===== config.mk =====
export PLATFORM = sky130hd
export DESIGN_NAME = xrng_front
export DESIGN_NICKNAME = d
export VERILOG_FILES = /design/src/rtl/xrng_pkg.sv /design/src/rtl/xrng_front.sv
export SDC_FILE = /design/constraint.sdc
export NUM_CORES = 1
export LEC_CHECK = 0
export BUFFER_PORTS_ARGS = -buffer_cell sky130_fd_sc_hd__buf_4
export CAP_MARGIN = 20
export CORE_MARGIN = 8
export CORE_UTILIZATION = 47
export CTS_CLUSTER_SIZE = 24
export DETAILED_ROUTE_END_ITERATION = 8
export PLACE_DENSITY = 0.75
export SYNTH_ARGS = -nofsm -noshare
export SYNTH_HDL_FRONTEND = slang
export SYNTH_SLANG_ARGS = --single-unit

===== constraint.sdc =====
create_clock -name clk_i -period 3.8 [get_ports clk_i]
set_input_delay 0.76 -clock clk_i [delete_from_list [all_inputs] [get_ports clk_i]]
set_output_delay 0.76 -clock clk_i [all_outputs]
set_load 0.02 [all_outputs]

===== src/rtl/xrng_pkg.sv =====
package xrng_pkg;

  localparam logic [63:0] DefaultState = 64'h9e3779b97f4a7c15;
  localparam logic [63:0] OutMult      = 64'h2545f4914f6cdd1d;
  localparam logic [63:0] SeedMult     = 64'hff51afd7ed558ccd;
  localparam int unsigned QueueDepth   = 2;

  typedef enum logic [1:0] {
    ReqSeed = 2'd0,
    ReqInt  = 2'd1,
    ReqReal = 2'd2,
    ReqNone = 2'd3
  } req_e;

  // Classified request handed from the front to the back.
  typedef struct packed {
    req_e        kind;
    logic [31:0] seed;
    logic [31:0] limit;
  } cmd_t;

  typedef enum logic [3:0] {
    StIdle, StSeedMul, StSeedMix, StStep, StMulLo, StMulHi, StCheck,
    StDiv, StDone
  } back_state_e;

  // One xorshift step on the state.
  function automatic logic [63:0] xs_step(input logic [63:0] s);
    logic [63:0] t;
    t = s ^ (s >> 12);
    t = t ^ (t << 25);
    t = t ^ (t >> 27);
    return t;
  endfunction

endpackage


===== src/rtl/xrng_front.sv =====
module xrng_front
  import xrng_pkg::*;
(
  input  logic        clk_i,
  input  logic        rst_ni,
  input  logic        in_valid_i,
  output logic        in_ready_o,
  input  logic [1:0]  req_type_i,
  input  logic [31:0] seed_value_i,
  input  logic [31:0] upper_limit_i,
  output logic        cmd_valid_o,
  input  logic        cmd_ready_i,
  output cmd_t        cmd_o
);

  localparam int unsigned PtrW = $clog2(QueueDepth);

  cmd_t              fifo_q [QueueDepth];
  logic [PtrW-1:0]   wr_q, rd_q;
  logic [PtrW:0]     cnt_q;
  logic              push, pop;
  cmd_t              cls;

  // Classify: a non-positive limit becomes a no-step request.
  always_comb begin
    cls.seed  = seed_value_i;
    cls.limit = upper_limit_i;
    case (req_type_i)
      ReqSeed: cls.kind = ReqSeed;
      ReqInt:  cls.kind = (upper_limit_i[31] || upper_limit_i == '0) ? ReqNone : ReqInt;
      ReqReal: cls.kind = ReqReal;
      default: cls.kind = ReqNone;
    endcase
  end

  assign in_ready_o  = (cnt_q != (PtrW+1)'(QueueDepth));
  assign push        = in_valid_i && in_ready_o;
  assign cmd_valid_o = (cnt_q != '0);
  assign pop         = cmd_valid_o && cmd_ready_i;
  assign cmd_o       = fifo_q[rd_q];

  // Hold queued transactions.
  always_ff @(posedge clk_i) begin
    if (push) begin
      fifo_q[wr_q] <= cls;
    end
  end

  // Advance pointers.
  always_ff @(posedge clk_i or negedge rst_ni) begin
    if (!rst_ni) begin
      wr_q  <= '0;
      rd_q  <= '0;
      cnt_q <= '0;
    end else begin
      if (push) wr_q <= (wr_q == PtrW'(QueueDepth-1)) ? '0 : wr_q + 1'b1;
      if (pop)  rd_q <= (rd_q == PtrW'(QueueDepth-1)) ? '0 : rd_q + 1'b1;
      cnt_q <= cnt_q + (PtrW+1)'(push) - (PtrW+1)'(pop);
    end
  end

endmodule


### Yosys cells after proc, flatten, opt, wreduce, memory -nomap -nowiden

Memories as Yosys holds them, arrays and structs flattened.
Cells that the tools add are included.

* register bits after elaboration: 4
* latch bits: 0
* memory bits (writable): 132
* ROM bits: 0
* input port bits: 70
* word-level logic and storage cells: 23
* memories kept: 1

* $add $sub $neg: 4
* multiply operators: 0
* divide/modulo/power cells: 0
* magnitude comparators: 0
* equality and inequality tests: 3
* shift-type cells: 0
* muxes and demuxes: 6
* bitwise gates (word level): 0
* reduce and logical (&&, ||, !) cells: 6

Memories
* fifo_q: depth 2, bits a word 66, read ports 1, clocked after Yosys merged registers in 0, wr ports 1, line xrng_front.sv:18 `cmd_t fifo_q [QueueDepth];`

Operators by type and width (number)
* $logic_not 32->1: 1
* $pmux 2 s3: 1
* $mux 1: 4
* $add 1x1->1 const B: 2
* $add 2x1->2: 1
* $eq 2x1->1 const B: 1
* $eq 2x2->1 const B: 1
* $logic_and 1x1->1: 2
* $logic_not 2->1: 1
* $mux 2: 1
* $ne 2x2->1 const B: 1
* $reduce_bool 2->1: 1
* $sub 2x1->2: 1
* $logic_or 1x1->1: 1

### Logic depth before layout (Yosys ltp)

* depth after elaboration: 4
* depth in mapped cells: 7

### Worst setup path after synthesis

No wires, ideal clock.

* path kind: input-to-reg
* from: in in_valid_i
* to: mem fifo_q[0][0] (netlist name), enable pin
* library setup time: 490 ps
* data arrival time: 3620 ps
* required time: 3310 ps
* slack: -311 ps
* stages on the path: 2
* buffers on the path: 0
* cells stage by stage: nand2_1 -> nor2_1

* cells in the longest elaborated chain, start to end: 3

Ends and longest elaborated chain
* start, declared: line xrng_front.sv:6 `input logic in_valid_i,`
* $logic_and 1x1->1: line xrng_front.sv:37 `assign push = in_valid_i && in_ready_o;`
* $mux 1: line xrng_front.sv:44 `if (push) begin`
* $mux 1 (not written as such): line xrng_front.sv:45 `fifo_q[wr_q] <= cls;`
* end, declared: line xrng_front.sv:18

No other way between the ends.

==> results.cfg <==
[sta]
final.min_clock_period_ps = 2640
fin_crit_sh_pct = 69.4
rsz0062_at_grt = false
slew_violations = 0
hold_viol_final = 0
setup_tns_ps = 0
worst_pin_slew_ps = 792
skew_ps = 4.40
setup_violations = 0
relSlewSlack_pct = 47.1
fmax_mhz = 379
worst_slack_ps = 1160

[clocking]
cts_resized = 0
clk_pin_slew_worst_paths_ps = 60
ctsHoldBuffers = 0
cts_buffers = 17
htreeDepth = 4
clock_latency_ps = 500
cts_sinks = 136
post_cts.repair.setup_buffers = 0
root_buffer = clkbuf_8
cts_buffer_depth = 2
cts_tree = built

[route]
vias = 2612
ant_nets = 0
drt-total-wl_um = 9980
firstDrtPassIters = 4
wl_per_cell_um = 18.5
drc = 0
drt_iter0_drc = 144
viasPerCell = 4.85

[placement]
placedCellCount = 507
pre_cts_slack_ps = 1480
dp_hpwl_um = 6850
port_buffers = 137
place_congestion = 0.751

[global_routing]
grt_first_pass_wirelength_um = 15500
grt_overflow = 0
antenna_found_initial = 0
grt_usage_pct = 14.1
met2_usage_pct = 23.3
first_global_vias = 3032
grt_max_degree = 68
grt.busiest_layer = met2
met3_usage_pct = 5.64
use_met1_pct = 16.1

[floorplanning]
ios = 138
die_area_mm2 = 0.0146
chipHeight_um = 121
die_w_um = 121
core-area_mm2 = 0.0108
start_util_pct = 47.7
rows = 38

[critical_path]
cp_slowest_cell = dfrtp_4
worstPathArrival_ps = 1880
critPathMaxFanout = 67
critPathBufInv = 2
critPathKind = flop to primary output
slowest_delay_ps = 410
path_delay_family = buffers and inverters
worstPathCellList = buf_12 -> mux2_2 -> buf_4
endpoint_kind = primary output
worstPathRequired_ps = 3040
start_kind = flop

[logic_synthesis]
ys_ff_latch = 136
synth_warnings = 0
synth.distinct_cells = 23
postSynthCellCount = 235
avgSynthCellArea_um2 = 21.9
synth_fp_nets = 307
ys_seq_area_share_pct = 78.9
syn_area_mm2 = 0.00515

[power]
p_leak_uw = 0.00270
power.total_uw = 5820
ir_drop_v = 0.000568
p_per_area_mw_per_mm2 = 833

[hold_path]
min_path_type = primary input to async pin

[final_layout]
area_growth_pct = 35.6
fin_cells = 539
drive_above_1_share_pct = 60.4
layout_commonest_cell = buf_4
final_nets = 458
n_antenna_cell = 0
layout_common_cells = 137 x buf_4, 132 x edfxtp_1, 36 x mux2_2
num-fill-cells = 730

[run_status]
status = completed

[job]
maxCapViolCount = 0
==> report_power, final <==
| part | switching, µW | total [µW] | leakage (µW) | internal (µW) |
|---|---|---|---|---|
| sequential | 85.0 | 2140 | 0.00127 | 2060 |
| combinational | 1070 | 2010 | 0.00113 | 946 |
| clock | 596 | 1660 | 0.000294 | 1070 |
| total | 1750 | 5820 | 0.00270 | 4070 |
==> per-stage QoR <==
| stage | area [µm²] | hold WS [ps] | util (%) |
|---|---|---|---|
| finish | 6980 | 44.8 | 64.7 |
| global route | 6980 | 12.5 | 64.7 |
| CTS | 6980 | 12.3 | 64.7 |
| detailed placement | 6370 | 487 | 59.0 |
| global placement | 6370 | 478 | 59.0 |
| floorplan | 5150 | 460 | - |
==> path summary, 6_finish.rpt <==
check,depth (start not counted),to,slack (ps),startpoint
min in group clk_i,1,fifo_q[1][45],440,seed_value_i[13]
hold / removal,1,cnt_q[1],40,rst_ni
setup reg to reg,4,fifo_q[0][0],1810,cnt_q[1]
max in group asynchronous,1,rd_q,3640,rst_ni
hold reg to reg,1,cnt_q[1],500,cnt_q[1]
setup / recovery,3,cmd_o[11],1160,rd_q
==> cells in the mapped netlist (all sizes together) <==
cell      n  area share [%]
nand2b    1            0.12
nand2     1           0.073
nand4     2            0.24
buf       7             1.1
or2       1            0.12
clkbuf    1           0.073
nor2      1           0.073
and2      1            0.12
ha        2            0.49
o21bai    1            0.15
nor4      7            0.85
dfrtp     4             1.9
mux2     66              17
xnor2     3            0.51
xor2      1            0.17
inv       1           0.073
nor3      1           0.097
a21o      1            0.15
and3      1            0.12
edfxtp  132              77
==> registers in the layout, indices dropped and copies added (netlist names) <==
| name | flops |
|---|---|
| fifo_q | 132 |
| wr_q | 1 |
| cnt_q | 2 |
| rd_q | 1 |
==> per-layer routing <==
layer / wire (µm) / up-vias / part of all wire, %
li1: - / 1239 / -
met1: 4120 / 1280 / 41
met2: 5150 / 85 / 52
met3: 605 / 8 / 6.1
met4: 104 / 0 / 1.0
met5: 0 / - / 0
==> cell families after synthesis <==
kind of cell,after synthesis,share of synthesized area [%]
DFF,136,78.9
muxes,66,16.6
and+or+nand+nor,16,1.82
buffers and inverters,9,1.24
xor gates and xnor gates,4,0.680
AOI/OAI and AO/OA,2,0.292
adders and majority gates,2,0.486
==> area by class of cell <==
| cell class | instances | area (µm²) | share of cell area (%) |
|---|---|---|---|
| well taps | 140 | 175 | 2.51 |
| multi-input cells | 90 | 1030 | 14.8 |
| clock buffers | 17 | 414 | 5.93 |
| inverters | 1 | 3.75 | 0.0537 |
| clock inverters | 15 | 201 | 2.88 |
| flip-flops and latches | 136 | 4070 | 58.2 |
| repair buffers | 140 | 1090 | 15.6 |
Note: power is estimated with default switching activity, not from simulation.
